`src/sv/ils_pkg.sv`:
```
// Shared types and codes for the indexed list store.
// No dependencies; used by indexed_list_store.

package ils_pkg;

	typedef enum logic [2:0] {
		CMD_PUSH   = 3'd0,
		CMD_POP    = 3'd1,
		CMD_INSERT = 3'd2,
		CMD_DELETE = 3'd3,
		CMD_FIND   = 3'd4,
		CMD_REMOVE = 3'd5,
		CMD_READ   = 3'd6,
		CMD_NOP    = 3'd7
	} cmd_t;

	typedef enum logic [2:0] {
		STS_OK       = 3'd0,
		STS_RANGE    = 3'd1,
		STS_FULL     = 3'd2,
		STS_EMPTY    = 3'd3,
		STS_NOTFOUND = 3'd4
	} status_t;

	localparam int WORD_W = 32;
	localparam int EXT_W  = 32;

endpackage

```
`src/sv/indexed_list_store.sv`:
```
// Indexed list store: ordered store of up to DEPTH signed words with fill count.
// Depends on ils_pkg and ils_ram.
//
// The words live in one RAM with a registered read. Push, requests that fail their
// checks, an insert at the count, a delete of the last entry, find or remove all on
// an empty store and the unused code pass from acceptance directly to the response
// state. Pop and read fetch their one entry through the read port first. Insert,
// delete, find and remove all sweep the RAM one entry a cycle through its single
// read port, with the shifted or compacted word written back in the cycle after its
// read is issued. The entries swept are those at and above the index for insert,
// those above it for delete, and all stored entries for find and remove all. A new
// request is accepted while the previous response still waits to be taken.

module indexed_list_store #(
	parameter int DEPTH = 16
) (
	input  logic        clk,
	input  logic        arst_n,
	input  logic        req_valid,
	output logic        req_ready,
	input  logic [2:0]  cmd,
	input  logic [4:0]  index,
	input  logic signed [31:0] value,
	output logic        rsp_valid,
	input  logic        rsp_ready,
	output logic [2:0]  status,
	output logic signed [31:0] data,
	output logic [3:0]  position,
	output logic [4:0]  removed_count,
	output logic [4:0]  fill_count,
	output logic        empty_res
);

	localparam int AW = $clog2(DEPTH);
	localparam int CW = $clog2(DEPTH + 1);
	localparam int XW = ils_pkg::EXT_W;
	localparam int DW = ils_pkg::WORD_W;

	typedef enum logic [1:0] {
		ST_IDLE,
		ST_SCAN,
		ST_RESP
	} state_t;

	state_t             state_q;
	ils_pkg::cmd_t      cmd_q;
	ils_pkg::status_t   res_status_q;
	logic [DW-1:0]      val_q;
	logic [DW-1:0]      res_data_q;
	logic [CW-1:0]      count_q;
	logic [CW-1:0]      rem_q;
	logic [AW-1:0]      ptr_q;
	logic [AW-1:0]      lim_q;
	logic [AW-1:0]      idx_q;
	logic [AW-1:0]      wptr_q;
	logic [AW-1:0]      pos_q;
	logic               rd_on_q;
	logic               hit_q;
	logic               s1_v_s1;
	logic [AW-1:0]      s1_addr_s1;

	logic               ram_we;
	logic [AW-1:0]      ram_waddr;
	logic [DW-1:0]      ram_wdata;
	logic [DW-1:0]      ram_rdata;

	ils_pkg::cmd_t      cmd_in;
	logic [XW-1:0]      idx_x;
	logic [XW-1:0]      cnt_x;
	logic [XW-1:0]      pos_x;
	logic [XW-1:0]      rem_x;
	logic [XW-1:0]      cnt_nx;
	logic [CW-1:0]      cnt_m1;
	logic               full;
	logic               accept;
	logic               append;
	logic               match;
	logic               done;

	assign req_ready = (state_q == ST_IDLE);
	assign accept    = req_valid && req_ready;
	assign cmd_in    = ils_pkg::cmd_t'(cmd);
	assign idx_x     = XW'(index);
	assign cnt_x     = XW'(count_q);
	assign cnt_m1    = count_q - CW'(1);
	assign full      = (count_q == CW'(DEPTH));
	assign append    = accept && !full && ((cmd_in == ils_pkg::CMD_PUSH) ||
		((cmd_in == ils_pkg::CMD_INSERT) && (idx_x == cnt_x)));
	assign match     = (ram_rdata == val_q);
	assign done      = !rd_on_q && !s1_v_s1;
	assign pos_x     = XW'(pos_q);
	assign rem_x     = XW'(rem_q);
	assign cnt_nx    = XW'(count_q);

	always_comb begin
		ram_we    = 1'b0;
		ram_waddr = count_q[AW-1:0];
		ram_wdata = value;
		if (append) begin
			ram_we = 1'b1;
		end else if (state_q == ST_SCAN) begin
			ram_wdata = ram_rdata;
			if (s1_v_s1) begin
				case (cmd_q)
					ils_pkg::CMD_INSERT: begin
						ram_we    = 1'b1;
						ram_waddr = s1_addr_s1 + AW'(1);
					end
					ils_pkg::CMD_DELETE: begin
						ram_we    = 1'b1;
						ram_waddr = s1_addr_s1 - AW'(1);
					end
					ils_pkg::CMD_REMOVE: begin
						ram_we    = !match;
						ram_waddr = wptr_q;
					end
					default: begin
						ram_we = 1'b0;
					end
				endcase
			end else if (done && (cmd_q == ils_pkg::CMD_INSERT)) begin
				ram_we    = 1'b1;
				ram_waddr = idx_q;
				ram_wdata = val_q;
			end
		end
	end

	ils_ram #(
		.WIDTH (DW),
		.DEPTH (DEPTH)
	) u_ram (
		.clk   (clk),
		.we    (ram_we),
		.waddr (ram_waddr),
		.wdata (ram_wdata),
		.raddr (ptr_q),
		.rdata (ram_rdata)
	);

	always_ff @(posedge clk or negedge arst_n) begin
		if (!arst_n) begin
			state_q       <= ST_IDLE;
			cmd_q         <= ils_pkg::CMD_NOP;
			res_status_q  <= ils_pkg::STS_OK;
			val_q         <= '0;
			res_data_q    <= '0;
			count_q       <= '0;
			rem_q         <= '0;
			ptr_q         <= '0;
			lim_q         <= '0;
			idx_q         <= '0;
			wptr_q        <= '0;
			pos_q         <= '0;
			rd_on_q       <= 1'b0;
			hit_q         <= 1'b0;
			s1_v_s1       <= 1'b0;
			s1_addr_s1    <= '0;
			rsp_valid     <= 1'b0;
			status        <= '0;
			data          <= '0;
			position      <= '0;
			removed_count <= '0;
			fill_count    <= '0;
			empty_res     <= 1'b0;
		end else begin
			if (rsp_ready && (state_q != ST_RESP)) begin
				rsp_valid <= 1'b0;
			end
			case (state_q)
				ST_IDLE: begin
					if (accept) begin
						cmd_q        <= cmd_in;
						val_q        <= value;
						res_data_q   <= '0;
						rem_q        <= '0;
						wptr_q       <= '0;
						pos_q        <= '0;
						hit_q        <= 1'b0;
						case (cmd_in)
							ils_pkg::CMD_PUSH: begin
								state_q <= ST_RESP;
								if (full) begin
									res_status_q <= ils_pkg::STS_FULL;
								end else begin
									res_status_q <= ils_pkg::STS_OK;
									count_q      <= count_q + CW'(1);
								end
							end
							ils_pkg::CMD_POP: begin
								if (count_q == '0) begin
									res_status_q <= ils_pkg::STS_EMPTY;
									state_q      <= ST_RESP;
								end else begin
									res_status_q <= ils_pkg::STS_OK;
									ptr_q        <= cnt_m1[AW-1:0];
									lim_q        <= cnt_m1[AW-1:0];
									rd_on_q      <= 1'b1;
									count_q      <= cnt_m1;
									state_q      <= ST_SCAN;
								end
							end
							ils_pkg::CMD_INSERT: begin
								if (idx_x > cnt_x) begin
									res_status_q <= ils_pkg::STS_RANGE;
									state_q      <= ST_RESP;
								end else if (full) begin
									res_status_q <= ils_pkg::STS_FULL;
									state_q      <= ST_RESP;
								end else begin
									res_status_q <= ils_pkg::STS_OK;
									count_q      <= count_q + CW'(1);
									if (idx_x != cnt_x) begin
										ptr_q   <= cnt_m1[AW-1:0];
										lim_q   <= idx_x[AW-1:0];
										idx_q   <= idx_x[AW-1:0];
										rd_on_q <= 1'b1;
										state_q <= ST_SCAN;
									end else begin
										state_q <= ST_RESP;
									end
								end
							end
							ils_pkg::CMD_DELETE: begin
								if (idx_x >= cnt_x) begin
									res_status_q <= ils_pkg::STS_RANGE;
									state_q      <= ST_RESP;
								end else begin
									res_status_q <= ils_pkg::STS_OK;
									count_q      <= cnt_m1;
									if (idx_x != XW'(cnt_m1)) begin
										ptr_q   <= idx_x[AW-1:0] + AW'(1);
										lim_q   <= cnt_m1[AW-1:0];
										rd_on_q <= 1'b1;
										state_q <= ST_SCAN;
									end else begin
										state_q <= ST_RESP;
									end
								end
							end
							ils_pkg::CMD_FIND: begin
								res_status_q <= ils_pkg::STS_NOTFOUND;
								if (count_q != '0) begin
									ptr_q   <= '0;
									lim_q   <= cnt_m1[AW-1:0];
									rd_on_q <= 1'b1;
									state_q <= ST_SCAN;
								end else begin
									state_q <= ST_RESP;
								end
							end
							ils_pkg::CMD_REMOVE: begin
								res_status_q <= ils_pkg::STS_OK;
								if (count_q != '0) begin
									ptr_q   <= '0;
									lim_q   <= cnt_m1[AW-1:0];
									rd_on_q <= 1'b1;
									state_q <= ST_SCAN;
								end else begin
									state_q <= ST_RESP;
								end
							end
							ils_pkg::CMD_READ: begin
								if (idx_x >= cnt_x) begin
									res_status_q <= ils_pkg::STS_RANGE;
									state_q      <= ST_RESP;
								end else begin
									res_status_q <= ils_pkg::STS_OK;
									ptr_q        <= idx_x[AW-1:0];
									lim_q        <= idx_x[AW-1:0];
									rd_on_q      <= 1'b1;
									state_q      <= ST_SCAN;
								end
							end
							default: begin
								res_status_q <= ils_pkg::STS_OK;
								state_q      <= ST_RESP;
							end
						endcase
					end
				end
				ST_SCAN: begin
					s1_v_s1 <= rd_on_q;
					if (rd_on_q) begin
						s1_addr_s1 <= ptr_q;
						if (ptr_q == lim_q) begin
							rd_on_q <= 1'b0;
						end else if (cmd_q == ils_pkg::CMD_INSERT) begin
							ptr_q <= ptr_q - AW'(1);
						end else begin
							ptr_q <= ptr_q + AW'(1);
						end
					end
					if (s1_v_s1) begin
						case (cmd_q)
							ils_pkg::CMD_POP, ils_pkg::CMD_READ: begin
								res_data_q <= ram_rdata;
							end
							ils_pkg::CMD_FIND: begin
								if (!hit_q && match) begin
									hit_q        <= 1'b1;
									pos_q        <= s1_addr_s1;
									res_status_q <= ils_pkg::STS_OK;
								end
							end
							ils_pkg::CMD_REMOVE: begin
								if (match) begin
									rem_q <= rem_q + CW'(1);
								end else begin
									wptr_q <= wptr_q + AW'(1);
								end
							end
							default: begin
								res_data_q <= res_data_q;
							end
						endcase
					end
					if (done) begin
						if (cmd_q == ils_pkg::CMD_REMOVE) begin
							count_q <= count_q - rem_q;
						end
						state_q <= ST_RESP;
					end
				end
				ST_RESP: begin
					if (!rsp_valid || rsp_ready) begin
						rsp_valid     <= 1'b1;
						status        <= res_status_q;
						data          <= res_data_q;
						position      <= pos_x[3:0];
						removed_count <= rem_x[4:0];
						fill_count    <= cnt_nx[4:0];
						empty_res     <= (count_q == '0);
						state_q       <= ST_IDLE;
					end
				end
				default: begin
					state_q <= ST_IDLE;
				end
			endcase
		end
	end

	a_count_bound: assert property (@(posedge clk) disable iff (!arst_n)
		count_q <= CW'(DEPTH))
		else $error("fill count above capacity");

	a_no_rw_overlap: assert property (@(posedge clk) disable iff (!arst_n)
		(state_q == ST_SCAN) && ram_we && rd_on_q |-> ram_waddr != ptr_q)
		else $error("sweep writes the entry it is reading");

	a_full_status: assert property (@(posedge clk) disable iff (!arst_n)
		(state_q == ST_RESP) && (res_status_q == ils_pkg::STS_FULL) |->
		count_q == CW'(DEPTH))
		else $error("full reported on a store with room");

	a_empty_status: assert property (@(posedge clk) disable iff (!arst_n)
		(state_q == ST_RESP) && (res_status_q == ils_pkg::STS_EMPTY) |->
		count_q == '0)
		else $error("empty reported on a non-empty store");

	a_one_in_flight: assert property (@(posedge clk) disable iff (!arst_n)
		accept |=> !req_ready)
		else $error("second request taken while one is in progress");

endmodule

```
`src/sv/ils_ram.sv`:
```
// Generic simple dual-port RAM: one write port, one read port, registered read data.
// No dependencies.

module ils_ram #(
	parameter int WIDTH = 32,
	parameter int DEPTH = 16
) (
	input  logic                     clk,
	input  logic                     we,
	input  logic [$clog2(DEPTH)-1:0] waddr,
	input  logic [WIDTH-1:0]         wdata,
	input  logic [$clog2(DEPTH)-1:0] raddr,
	output logic [WIDTH-1:0]         rdata
);

	logic [WIDTH-1:0] mem [DEPTH];

	always_ff @(posedge clk) begin
		if (we) begin
			mem[waddr] <= wdata;
		end
		rdata <= mem[raddr];
	end

endmodule
```
`config.mk`:
```
export PLATFORM = sky130hd
export DESIGN_NAME = indexed_list_store
export DESIGN_NICKNAME = d
export VERILOG_FILES = /design/src/sv/ils_pkg.sv /design/src/sv/indexed_list_store.sv /design/src/sv/ils_ram.sv
export SDC_FILE = /design/constraint.sdc
export NUM_CORES = 1
export LEC_CHECK = 0
export BUFFER_PORTS_ARGS = -buffer_cell sky130_fd_sc_hd__buf_4
export CORE_MARGIN = 2
export CORE_UTILIZATION = 62
export CTS_CLUSTER_SIZE = 10
export DETAILED_ROUTE_END_ITERATION = 10
export PLACE_DENSITY = 0.79
export REMOVE_ABC_BUFFERS = 1
export SLEW_MARGIN = 15
export SYNTH_ARGS = -nofsm -noshare
export SYNTH_HDL_FRONTEND = slang
export SYNTH_HIERARCHICAL = 1
export SYNTH_SLANG_ARGS = --single-unit
```
`constraint.sdc`:
```
create_clock -name clk -period 7.22 [get_ports clk]
set_input_delay 0.722 -clock clk [delete_from_list [all_inputs] [get_ports clk]]
set_output_delay 0.722 -clock clk [all_outputs]
set_load 0.1 [all_outputs]
```
==> summary.md, run 1 <==
| Metric | Value |
|---|---|
| Outcome | `finished, final reports clean` |
| Top_reg_cell synth | `edfxtp_1` |
| Initial Util | `between 60% and 70%` |
| Combinational power share | `about 32%` |
| Core area | `about 0.046 mm^2` |
| Fin crit share | `between 50% and 60%` |
| Placer Congestion | `0.878` |
| Row cnt | `78` |
| Total Routing Usage GR | `between 30% and 40%` |
| WP data arrival | `between 4 and 5 ns` |
| Post-Route WL | `about 70000 um` |
| WS Path Type | `flop to flop` |
| Max_slew headroom | `21.2%` |
| Maximum clock path buffer count | `3` |
| CP Cell Sequence | `xnor2_1 -> nand4_1 -> nor4_4 -> a21oi_1 -> o21ai_0 -> o21ai_0 -> nand3b_1 -> nor2_4 -> buf_4` |
| Die X | `about 220 um` |
| TritonCTS Buffers | `81` |
| Max Clk Rate | `around 0.23 GHz` |
| Buf/Inv on CP | `1` |
| DRT iter0 DRCs | `~2.2k` |
| Pin count of the biggest net entering global routing | `approximately 130` |
| Crit path required time | `approximately 7.5 ns` |
| Yosys top cell by area | `edfxtp_1` |
| Via count | `about 17k` |
| Post-Syn Instances | `around 1.8k` |
| TritonCTS clock tree | `done` |
| DRT Pass-1 Iters | `6` |
| Leakage | `roughly 12 nW` |
| Clk Latency, worst-skew pair | `0.62 ns` |
| Hpwl dp | `around 39000 um` |
| Final hold vios | `0` |
| TNS Setup | `0 ns` |
| Synthesis-to-layout area growth | `14.1%` |
| DRC viols | `0` |
| CP endpoint kind | `flop` |
| Core Util, Final | `between 70% and 80%` |
| Commonest cells post-synth | `512 x edfxtp_1, 281 x nand2_1, 157 x dfrtp_1` |
| Largest delay share family, worst path | `simple AND/OR/NAND/NOR gates` |
| Sw power | `4.81 mW` |
| FF+latch count, synth | `just over 700` |
| Max Slew Vio Count | `0` |
| Vias in the first global route | `between 15k and 20k` |
| Fin Hold WS | `approximately 0.16 ns` |
| Die height | `approximately 220 um` |
| Wire per inst | `27.8 um` |
| Layout cells sized above 1 | `approximately 23%` |
| Hold Path Class | `input pin to async pin` |
| Seq pwr share | `between 40 and 50%` |
| Power Density | `between 400 and 500 mW/mm^2` |
| Tmin final | `4.31 ns` |
| Synthesized area | `roughly 0.029 mm^2` |
| Antenna viol nets, final | `0` |
| Post-CTS Hold Buffers | `0` |
| CP Depth | `9` |
| Final setup fails | `0` |
| CP dominant cell by count | `o21ai_0` |
| I/O pins | `96` |
| First-pass GRT wire length | `approximately 110000 um` |
| Reg2reg path depth | `9` |
| Die area | `approximately 0.048 mm^2` |
| Syn avg cell area | `~16 um^2` |
| Syn. warnings | `6` |
| Sequential fraction of the synthesis area | `69.8%` |
| Top-count cell post-synth | `edfxtp_1` |
| Post-synth EDFFs | `512` |
| Antenna cell count | `0` |
| RSZ-0062 raised after global routing | `no` |
| Distinct cell type count after synthesis | `71` |
| Peak supply drop | `~0.43 mV` |
| Max-cap violations | `0` |
| Asr flop ratio synth | `22.7%` |
| CP Max Fanout | `20` |
| Setup crit start kind | `flop` |
| Initial antenna violation count | `1` |
| Slowest cell delay on critical path | `~0.7 ns` |
| Switching Share | `roughly a third` |
| Cell Int Power | `between 8 and 9 mW` |
| Clock sink total | `704` |
| Post_cts resized | `0` |
| H-tree depth | `3` |
| Slowest CP cell | `nor4_4` |
| Worst-path clk slew | `about 0.060 ns` |
| Clock power frac | `a little over a quarter` |
| Largest cells by area after synthesis | `edfxtp_1 54%, dfrtp_1 14%, mux4_2 10%, nand2_1 3.7%, dfxtp_1 2.2%` |
| Buffers on Ports | `95` |
| Post-synth top area share | `53.6%` |
| Final net count | `1991` |
| Root Driver | `clkbuf_16` |
| Setup Skew | `0.0219 ns` |
| Measured slew at the worst slew-check pin | `1.18 ns` |
| Remaining Overflow, GRT | `0` |
| Vias/cell | `6.53` |
| Setup Fix Bufs, Post-CTS | `0` |
-- layer usage --
metal  wire [um]  share of wire, %  track usage (%)  vias to the layer above
met2       36000                50             51.6                     1047
met3        6630               9.2             5.99                      181
met1       26700                37             41.0                     8564
met4        2550               3.5             12.1                        2
met5          10             0.014                0                        -
li1            -                 -                -                     7140
-- final cells by class --
| type | count | area [um^2] |
|---|---|---|
| clock buffer | 145 | 2360 |
| clock inverter | 4 | 33.8 |
| fill | 2691 | 12800 |
| inverter | 22 | 82.6 |
| multi-input combinational | 966 | 8300 |
| sequential | 704 | 20000 |
| tap | 600 | 751 |
| timing repair buffer | 151 | 1190 |
-- metrics by stage --
step	total power, mW	instances	setup slack [ns]	cell area [um^2]
floorplan	8.76	1692	0.0322	28200
global placement	9.85	2440	3.10	30300
detailed placement	9.96	2440	3.00	30300
CTS	13.8	2589	2.97	32700
global route	14.3	2592	2.77	32700
finish	13.8	2592	2.91	32700
-- worst paths after layout --
kind,slack [ns],to,startpoint
min in group clk,0.30,val_q[5],value[5]
hold reg to reg,0.48,res_data_q[18],res_data_q[18]
hold / removal,0.16,data[31],arst_n
setup / recovery,2.91,u_ram/mem[9][27],val_q[28]
setup reg to reg,2.91,u_ram/mem[9][27],val_q[28]
max in group asynchronous,5.58,res_data_q[15],arst_n
-- power by group through the flow --
stage | combinational [mW] | clock, mW | sequential (mW)
2_1_floorplan | 2.71 | 0 | 6.05
3_5_place_dp | 4.32 | 0 | 5.65
5_1_grt | 4.74 | 3.94 | 5.65
6_report | 4.43 | 3.74 | 5.59
4_1_cts | 4.41 | 3.78 | 5.58
3_3_place_gp | 4.23 | 0 | 5.62
-- registers in the layout, indices dropped and copies added (netlist names), 5 cells and up --
register and flops:
u_ram/rdata 32, count_q 5, removed_count 5, rem_q 5, u_ram/mem 512, val_q 32, res_data_q 32, fill_count 5
data 32
-- cells by family after synthesis --
group,count (synthesis),synth area share (%)
AO/OA/AOI/OAI,259,5.82
adder cells (fa/ha/maj),21,0.994
flip-flops,704,69.8
XOR/XNOR,56,1.71
buffers and inverters,123,1.87
AND/OR/NAND/NOR,409,6.34
multiplexers,221,13.5
-- placed cells by master (no fill, tap or decap), types with 6 or more instances in the layout --
| cell | Yosys | layout |
|---|---|---|
| mux4_2 | 128 | 128 |
| nand2_1 | 281 | 279 |
| nor2_4 | 0 | 12 |
| a21o_1 | 6 | 6 |
| a22oi_1 | 66 | 66 |
| nand4_1 | 9 | 9 |
| nand3_1 | 9 | 9 |
| clkbuf_1 | 53 | 58 |
| edfxtp_1 | 512 | 512 |
| nor3_1 | 12 | 8 |
| dfxtp_1 | 32 | 32 |
| xor2_1 | 8 | 8 |
| o21ai_0 | 101 | 93 |
| a21oi_1 | 30 | 30 |
| ha_1 | 18 | 18 |
| mux2i_1 | 43 | 43 |
| dfrtp_1 | 157 | 155 |
| o21ai_1 | 4 | 10 |
| xnor2_1 | 48 | 48 |
| a221oi_1 | 6 | 6 |
| buf_4 | 9 | 146 |
| nand2b_1 | 14 | 13 |
| mux2_2 | 47 | 47 |
| nand3b_1 | 7 | 7 |
| clkbuf_16 | 0 | 84 |
| nor2_1 | 39 | 26 |
| inv_1 | 22 | 22 |
No activity file was read; power rests on OpenSTA's default activity.
==> run 2, diff against run 1 <==
--- a/config.mk
+++ b/config.mk
@@ -7,10 +7,10 @@
 export LEC_CHECK = 0
 export BUFFER_PORTS_ARGS = -buffer_cell sky130_fd_sc_hd__buf_4
 export CORE_MARGIN = 2
-export CORE_UTILIZATION = 62
+export CORE_UTILIZATION = 56
 export CTS_CLUSTER_SIZE = 10
 export DETAILED_ROUTE_END_ITERATION = 10
-export PLACE_DENSITY = 0.79
+export PLACE_DENSITY = 0.75
 export REMOVE_ABC_BUFFERS = 1
 export SLEW_MARGIN = 15
 export SYNTH_ARGS = -nofsm -noshare
==> constraint.sdc (replaced) <==
create_clock -name clk -period 3.75 [get_ports clk]
set_input_delay 0.375 -clock clk [delete_from_list [all_inputs] [get_ports clk]]
set_output_delay 0.375 -clock clk [all_outputs]
set_load 0.1 [all_outputs]
==> run 2 against run 1 <==
- core utilization is 4.4 points lower
- first-iteration DRC count is 22% lower
- clock skew hardly changed
- largest cell class unchanged
- largest power group unchanged
==> summary.md, run 2 (synthesis results as in run 1) <==
| Metric | Value |
|---|---|
| Die area | `0.0531 mm^2 (was 0.0480 mm^2)` |
| TritonCTS Buffers | `81 (unchanged)` |
| DRT Pass-1 Iters | `5 (was 6)` |
| Vias in the first global route | `17.8k (was 17.4k)` |
| CP endpoint kind | `flop (unchanged)` |
| Post-Route WL | `71800 um (was 72000 um)` |
| WP data arrival | `3.78 ns (was 4.63 ns)` |
| Setup crit start kind | `flop (unchanged)` |
| Reg-to-reg slack, setup | `0.27 ns (was 2.91 ns)` |
| Leading cell type in the layout, fill and taps excluded | `edfxtp_1 (unchanged)` |
| Maximum clock path buffer count | `3 (unchanged)` |
| Row cnt | `82 (was 78)` |
| CP Cell Sequence | `nor2b_2 -> and2_4 -> fa_2 -> xnor2_1 -> o21ai_0 -> a221o_1 -> o21ai_0 -> a21oi_2 -> or3b_4 -> nor2_4 -> buf_16 (was xnor2_1 -> nand4_1 -> nor4_4 -> a21oi_1 -> o21ai_0 -> o21ai_0 -> nand3b_1 -> nor2_4 -> buf_4)` |
| Outcome | `finished, final reports clean (unchanged)` |
| Final setup fails | `0 (unchanged)` |
| Final net count | `2089 (was 1991)` |
| Critical R2R Launch | `cmd_q[2] (was val_q[28])` |
| Remaining Overflow, GRT | `0 (unchanged)` |
| Worst-path clk slew | `0.06 ns (about the same)` |
| Pin count of the biggest net entering global routing | `92 (was 129)` |
| Max Clk Rate | `0.288 GHz (was 0.232 GHz)` |
| Max-cap violations | `0 (unchanged)` |
| CP dominant cell by count | `o21ai_0 (unchanged)` |
| Via count | `17.1k (was 16.9k)` |
| Core Util, Final | `67.5% (was 71.9%)` |
| H-tree depth | `3 (unchanged)` |
| Initial antenna violation count | `2 (was 1)` |
| Setup Fix Bufs, Post-CTS | `0 (unchanged)` |
| Largest delay share family, worst path | `simple AND/OR/NAND/NOR gates (unchanged)` |
| Worst Setup EP | `u_ram/mem[3][29] (was u_ram/mem[9][27])` |
| Slowest cell delay on critical path | `0.59 ns (was 0.68 ns)` |
| Worst Setup SP | `cmd_q[2] (was val_q[28])` |
| Leakage | `12.7 nW (was 12.2 nW)` |
| Tot Pwr | `26.9 mW (was 13.8 mW)` |
| R2r endpoint | `u_ram/mem[3][29] (was u_ram/mem[9][27])` |
| First-pass GRT wire length | `109000 um (about the same)` |
| Core area | `0.0504 mm^2 (was 0.0456 mm^2)` |
| Root Driver | `clkbuf_16 (unchanged)` |
| CP Depth | `11 (was 9)` |
| Buffers on Ports | `95 (unchanged)` |
| Fin crit share | `92.7% (was 59.7%)` |
| WS Path Type | `flop to flop (unchanged)` |
| I/O pins | `96 (unchanged)` |
| Vias/cell | `6.18 (was 6.53)` |
| Tmin final | `3.48 ns (was 4.31 ns)` |
| Fillers | `3242 (was 2691)` |
| Clock sink total | `704 (unchanged)` |
| Antenna viol nets, final | `0 (unchanged)` |
| Placer Congestion | `0.850 (was 0.878)` |
| Slowest CP cell | `dfstp_2 (was nor4_4)` |
| Crit path required time | `4.05 ns (was 7.54 ns)` |
| Clk Latency, worst-skew pair | `0.62 ns (about the same)` |
| Reg2reg path depth | `11 (was 9)` |
| Sequential cell area | `0.0200 mm^2 (unchanged)` |
| Hpwl dp | `42600 um (was 38800 um)` |
| Die X | `230 um (was 219 um)` |
| Peak supply drop | `0.434 mV (was 0.430 mV)` |
| Max_slew headroom | `27.0% (was 21.2%)` |
| Final hold vios | `0 (unchanged)` |
| Wire per inst | `26.0 um (was 27.8 um)` |
| Max FFs per register | `512 (unchanged)` |
| Setup Skew | `0.0216 ns (was 0.0219 ns)` |
| Die height | `230 um (was 219 um)` |
| Commonest cells after routing, fill and taps aside | `512 x edfxtp_1, 279 x nand2_1, 184 x buf_4 (was 512 x edfxtp_1, 279 x nand2_1, 155 x dfrtp_1)` |
| TritonCTS clock tree | `done (unchanged)` |
| Area of the multi-input gates | `0.00831 mm^2 (was 0.00830 mm^2)` |
| Synthesis-to-layout area growth | `18.5% (was 14.1%)` |
| Hold_sp | `index[3]` |
| DRT iter0 DRCs | `1716 (was 2203)` |
| Layout cells sized above 1 | `25.4% (was 23.2%)` |
| Power Density | `791 mW/mm^2 (was 420 mW/mm^2)` |
| Antenna cell count | `0 (unchanged)` |
| Buf/Inv on CP | `1 (unchanged)` |
| CP Max Fanout | `18 (was 20)` |
| Biggest register | `u_ram/mem (unchanged)` |
| Measured slew at the worst slew-check pin | `1.08 ns (was 1.18 ns)` |
| Total Routing Usage GR | `27.8% (was 31.0%)` |
| Hold Path Class | `input pin to flop (was input pin to async pin)` |
| Initial Util | `57.0% (was 63.0%)` |
| Max Slew Vio Count | `0 (unchanged)` |
| DRC viols | `0 (unchanged)` |
| RSZ-0062 raised after global routing | `no (unchanged)` |
## run 2: changes by cell type in the layout (fill, tap and decap cells not counted), sizes merged
cell         change
buf             +65
dlygate4sd3     +33
clkbuf           -5
clkinv           +4
inv              +2
## run 2: worst reg2reg max path, stage by stage (launching register included)
cell     delay, ns
dfstp_2       0.59
nor2b_2       0.06
and2_4        0.17
fa_2          0.33
xnor2_1       0.16
o21ai_0       0.10
a221o_1       0.29
o21ai_0       0.10
a21oi_2       0.10
or3b_4        0.46
nor2_4        0.52
buf_16        0.25
## run 2: routing by layer
layer  part of all wire (%)  vias up  wire (um)  track usage (%)
met5                  0.035        -         25                0
met4                    3.2        4       2320             10.5
met3                    9.5      140       6800             7.04
met2                     49      892      35400             45.5
met1                     38     8722      27200             36.1
li1                       -     7327          -                -
## run 2: report_power, final
| group | switching [mW] | leakage, nW | internal [mW] |
|---|---|---|---|
| logic | 5.53 | 4.61 | 3.52 |
| registers | 0.891 | 6.98 | 9.86 |
| clock network | 2.98 | 1.13 | 4.12 |
## run 2: stage by stage
stage          instance area, um^2  setup TNS (ns)  hold slack [ns]  cells  setup WS (ns)
4_1_cts                      33900               0           0.0576   2760         0.0118
3_3_place_gp                 31200          -17.16            0.458   2577         -0.190
6_report                     34000               0           0.0896   2763          0.275
5_1_grt                      34000               0           0.0833   2763          0.103
2_1_floorplan                28200        -1405.52           0.0794   1692          -3.44
3_5_place_dp                 31200          -22.14            0.467   2577         -0.241
## run 2: how the worst min path moves through the flow
stage               cells after the start  slack, ns              to
global route                            2       0.08        idx_q[3]
floorplan                               0       0.08      count_q[0]
global placement                        2       0.46  res_data_q[17]
detailed placement                      2       0.47  res_data_q[13]
finish                                  2       0.09        idx_q[3]
CTS                                     2       0.06        idx_q[3]
## run 2: what timing repair did
item                                    4_1_cts  5_1_grt
endpoints found under the setup margin       96        0
hold buffers                                 33        0
resized for setup                             5        0
hold endpoints to repair                    118        0
## run 2: cell type report
class,count,area share [%]
clock buffer,140,6.71
clock inverter,10,0.272
inverter,22,0.243
multi-input combinational,966,24.4
sequential,704,58.9
tap,672,2.47
timing repair buffer,249,6.94
==> run 3, diff against run 2 <==
--- a/config.mk
+++ b/config.mk
@@ -15,5 +15,4 @@
 export SLEW_MARGIN = 15
 export SYNTH_ARGS = -nofsm -noshare
 export SYNTH_HDL_FRONTEND = slang
-export SYNTH_HIERARCHICAL = 1
 export SYNTH_SLANG_ARGS = --single-unit
==> run 3 against run 2 <==
- synthesized cell count down 2.6%
- sequential cell count unchanged
- cell area down 0.51%
- area after synthesis up 0.80%
- clock skew down 0.0014 ns
- via count down 2.2%
- first-iteration DRC count up 12%
- die area up 0.78%
- global-route usage down 0.14 points
- clock-buffer cell count up 6
- total power up 8.8%
- final cell count down 2.4%
- highest routed layer unchanged
==> summary.md, run 3 <==
| Metric | Value |
|---|---|
| Outcome | `finished, final reports clean (unchanged)` |
| Synthesis-to-layout area growth | `16.9% (was 18.5%)` |
| Die area | `0.0535 mm^2 (was 0.0531 mm^2)` |
| Final net count | `2015 (was 2089)` |
| CP Max Fanout | `18 (unchanged)` |
| Post-Route WL | `71400 um (was 71800 um)` |
| Syn. warnings | `0 (was 6)` |
| Sequential fraction of the synthesis area | `69.2% (was 69.8%)` |
| Largest family of logic cells by synthesized area | `multiplexers (unchanged)` |
| Buffers on Ports | `95 (unchanged)` |
| Measured slew at the worst slew-check pin | `0.970 ns (was 1.08 ns)` |
| Fin crit share | `94.2% (was 92.7%)` |
| Tmin final | `3.53 ns (was 3.48 ns)` |
| Vias/cell | `6.20 (was 6.18)` |
| WS Path Type | `flop to flop (unchanged)` |
| Max FFs per register | `512 (unchanged)` |
| Final hold vios | `0 (unchanged)` |
| Row cnt | `83 (was 82)` |
| Pin count of the biggest net entering global routing | `99 (was 92)` |
| Clock sink total | `704 (unchanged)` |
| WP data arrival | `3.81 ns (was 3.78 ns)` |
| Hold Path Class | `input pin to flop (unchanged)` |
| Asr flop ratio synth | `22.7% (unchanged)` |
| Post-synthesis xor/xnor area fraction | `1.70% (was 1.71%)` |
| First-pass GRT wire length | `108000 um (was 109000 um)` |
| Power Density | `865 mW/mm^2 (was 791 mW/mm^2)` |
| Via count | `16.7k (was 17.1k)` |
| Commonest cells post-synth | `512 x edfxtp_1, 255 x nand2_1, 160 x mux4_2 (was 512 x edfxtp_1, 281 x nand2_1, 157 x dfrtp_1)` |
| Fillers | `3348 (was 3242)` |
| Top-count cell post-synth | `edfxtp_1 (unchanged)` |
| DRC viols | `0 (unchanged)` |
| Post-Syn Instances | `1747 (was 1793)` |
| Initial antenna violation count | `1 (was 2)` |
| Yosys top cell by area | `edfxtp_1 (unchanged)` |
| Multiplexer area fraction after synthesis | `15.7% (was 13.5%)` |
| Max_slew headroom | `35.3% (was 27.0%)` |
| Remaining Overflow, GRT | `0 (unchanged)` |
| FF+latch count, synth | `704 (unchanged)` |
| Max Clk Rate | `0.283 GHz (was 0.288 GHz)` |
| Dpl cells | `2515 (was 2577)` |
| Worst-path clk slew | `0.06 ns (about the same)` |
| Post-synthesis adder-cell area fraction | `1.02% (was 0.994%)` |
| CP endpoint kind | `flop (unchanged)` |
| Top_reg_cell synth | `edfxtp_1 (unchanged)` |
| Wire per inst | `26.5 um (was 26.0 um)` |
| Largest cells by area after synthesis | `edfxtp_1 53%, dfrtp_1 14%, mux4_2 12%, nand2_1 3.3%, dfxtp_1 2.2% (was edfxtp_1 54%, dfrtp_1 14%, mux4_2 10%, nand2_1 3.7%, dfxtp_1 2.2%)` |
| Final setup fails | `0 (unchanged)` |
| Maximum clock path buffer count | `3 (unchanged)` |
| Distinct cell type count after synthesis | `81 (was 71)` |
| TritonCTS Buffers | `81 (unchanged)` |
| Post-synth top area share | `53.1% (was 53.6%)` |
| Die X | `231 um (was 230 um)` |
| Leakage | `12.2 nW (was 12.7 nW)` |
| Synth Area in Compound Gates | `4.58% (was 5.82%)` |
| Synthesized area | `0.0289 mm^2 (was 0.0287 mm^2)` |
| Total Routing Usage GR | `27.6% (was 27.8%)` |
| Core area | `0.0512 mm^2 (was 0.0504 mm^2)` |
| Initial Util | `56.5% (was 57.0%)` |
| H-tree depth | `3 (unchanged)` |
| Crit path required time | `4.02 ns (was 4.05 ns)` |
| DRT Pass-1 Iters | `5 (unchanged)` |
| Fin cells | `2697 (was 2763)` |
| Setup Skew | `0.0201 ns (was 0.0216 ns)` |
| Die height | `231 um (was 230 um)` |
| Biggest register | `u_ram.mem (was u_ram/mem)` |
| Leading cell type in the layout, fill and taps excluded | `edfxtp_1 (unchanged)` |
| Reg2reg path depth | `9 (was 11)` |
| Placer Congestion | `0.876 (was 0.850)` |
| Antenna viol nets, final | `0 (unchanged)` |
| Max-cap violations | `0 (unchanged)` |
| Setup Fix Bufs, Post-CTS | `0 (unchanged)` |
| DRT iter0 DRCs | `1919 (was 1716)` |
| RSZ-0062 raised after global routing | `yes (was no)` |
| Syn avg cell area | `16.6 um^2 (was 16.0 um^2)` |
| Post-synth EDFFs | `512 (unchanged)` |
| Setup crit start kind | `flop (unchanged)` |
| Root Driver | `clkbuf_16 (unchanged)` |
| Fin Hold WS | `0.0304 ns (was 0.0896 ns)` |
| Hpwl dp | `41500 um (was 42600 um)` |
| TritonCTS clock tree | `done (unchanged)` |
| Layout cells sized above 1 | `26.4% (was 25.4%)` |
| I/O pins | `96 (unchanged)` |
| Worst Hold Depth | `3 (was 2)` |
| Simple-Gate Fraction of Synth Area | `5.70% (was 6.34%)` |
| Commonest cells after routing, fill and taps aside | `512 x edfxtp_1, 254 x nand2_1, 170 x buf_4 (was 512 x edfxtp_1, 279 x nand2_1, 184 x buf_4)` |
| Max Slew Vio Count | `0 (unchanged)` |
| Vias in the first global route | `17.3k (was 17.8k)` |
| Clk Latency, worst-skew pair | `0.61 ns (was 0.62 ns)` |
| Peak supply drop | `0.765 mV (was 0.434 mV)` |
==> run 3: cell count changes in the layout (fill, tap and decap cells not counted), sizes merged, moves of 5 or more <==
cell / delta
nor3: -8
clkbuf: +6
buf: -29
o21ai: +5
inv: +6
a221oi: -5
nand2b: -5
nand3b: -5
mux4: +32
nand2: -26
nand3: +5
a22oi: -63
clkinv: -6
==> run 3: worst paths after layout <==
kind / startpoint / to / slack [ns]
hold / removal: value[8] / val_q[8] / 0.03
max in group asynchronous: arst_n / val_q[4] / 2.54
hold reg to reg: res_data_q[9] / res_data_q[9] / 0.47
setup reg to reg: cmd_q[1] / u_ram.mem[4][22] / 0.22
setup / recovery: cmd_q[1] / u_ram.mem[4][22] / 0.22
min in group asynchronous: arst_n / position[2] / 0.42
==> run 3: cell type report <==
type	count	area (um^2)	area share (%)
Antenna cell	1	2.50	0.00740
Sequential cell	704	20000	59.2
Timing Repair Buffer	219	1910	5.66
Clock inverter	3	21.3	0.0629
Tap cell	680	851	2.52
Multi-Input combinational cell	915	8490	25.1
Clock buffer	146	2410	7.11
Inverter	29	109	0.322
==> run 3: power breakdown <==
part | internal, mW | switching [mW]
Combinational | 3.97 | 6.71
Sequential | 10.2 | 1.04
Clock | 4.30 | 3.00
Total | 18.5 | 10.7
==> run 3: layer usage <==
metal  track usage [%]  share of wire, %  vias up
li1                  -                 -     7125
met1              36.4                38     8605
met2              45.3                50      839
met3              5.87               8.4      146
met4              11.1               3.4        2
met5                 0             0.015        -
==> run 3: cells by family after synthesis <==
logic type | Yosys count
simple gates | 377
flops | 704
xor+xnor | 54
mux | 248
compound gates | 214
buf+inv | 128
fa+ha+maj | 22
==> run 3: worst max-delay path, stage by stage (launching register included) <==
cell	delay (ns)
dfstp_2	0.70
nor2b_1	0.29
and2_1	0.23
fa_1	0.43
a221oi_1	0.27
a2bb2oi_1	0.12
o22ai_1	0.30
nand2_1	0.32
nor2_4	0.20
buf_4	0.31
==> run 3: timing repair <==
action	CTS	global route
resized for setup	0	3
hold endpoints to repair	124	0
endpoints found under the setup margin	0	58
hold buffers	32	0
==> run 3: per-stage QoR <==
step / worst slack [ns] / cell area (um^2) / power [mW] / utilization (%) / setup TNS [ns]
floorplan: -2.97 / 28400 / 18.6 / - / -1190.79
global placement: 0.319 / 31100 / 21.7 / 60.7 / 0
detailed placement: 0.245 / 31100 / 21.9 / 60.7 / 0
CTS: 0.195 / 33800 / 29.4 / 66.0 / 0
global route: -0.0152 / 33800 / 30.5 / 66.1 / -0.196
finish: 0.217 / 33800 / 29.3 / 66.1 / 0
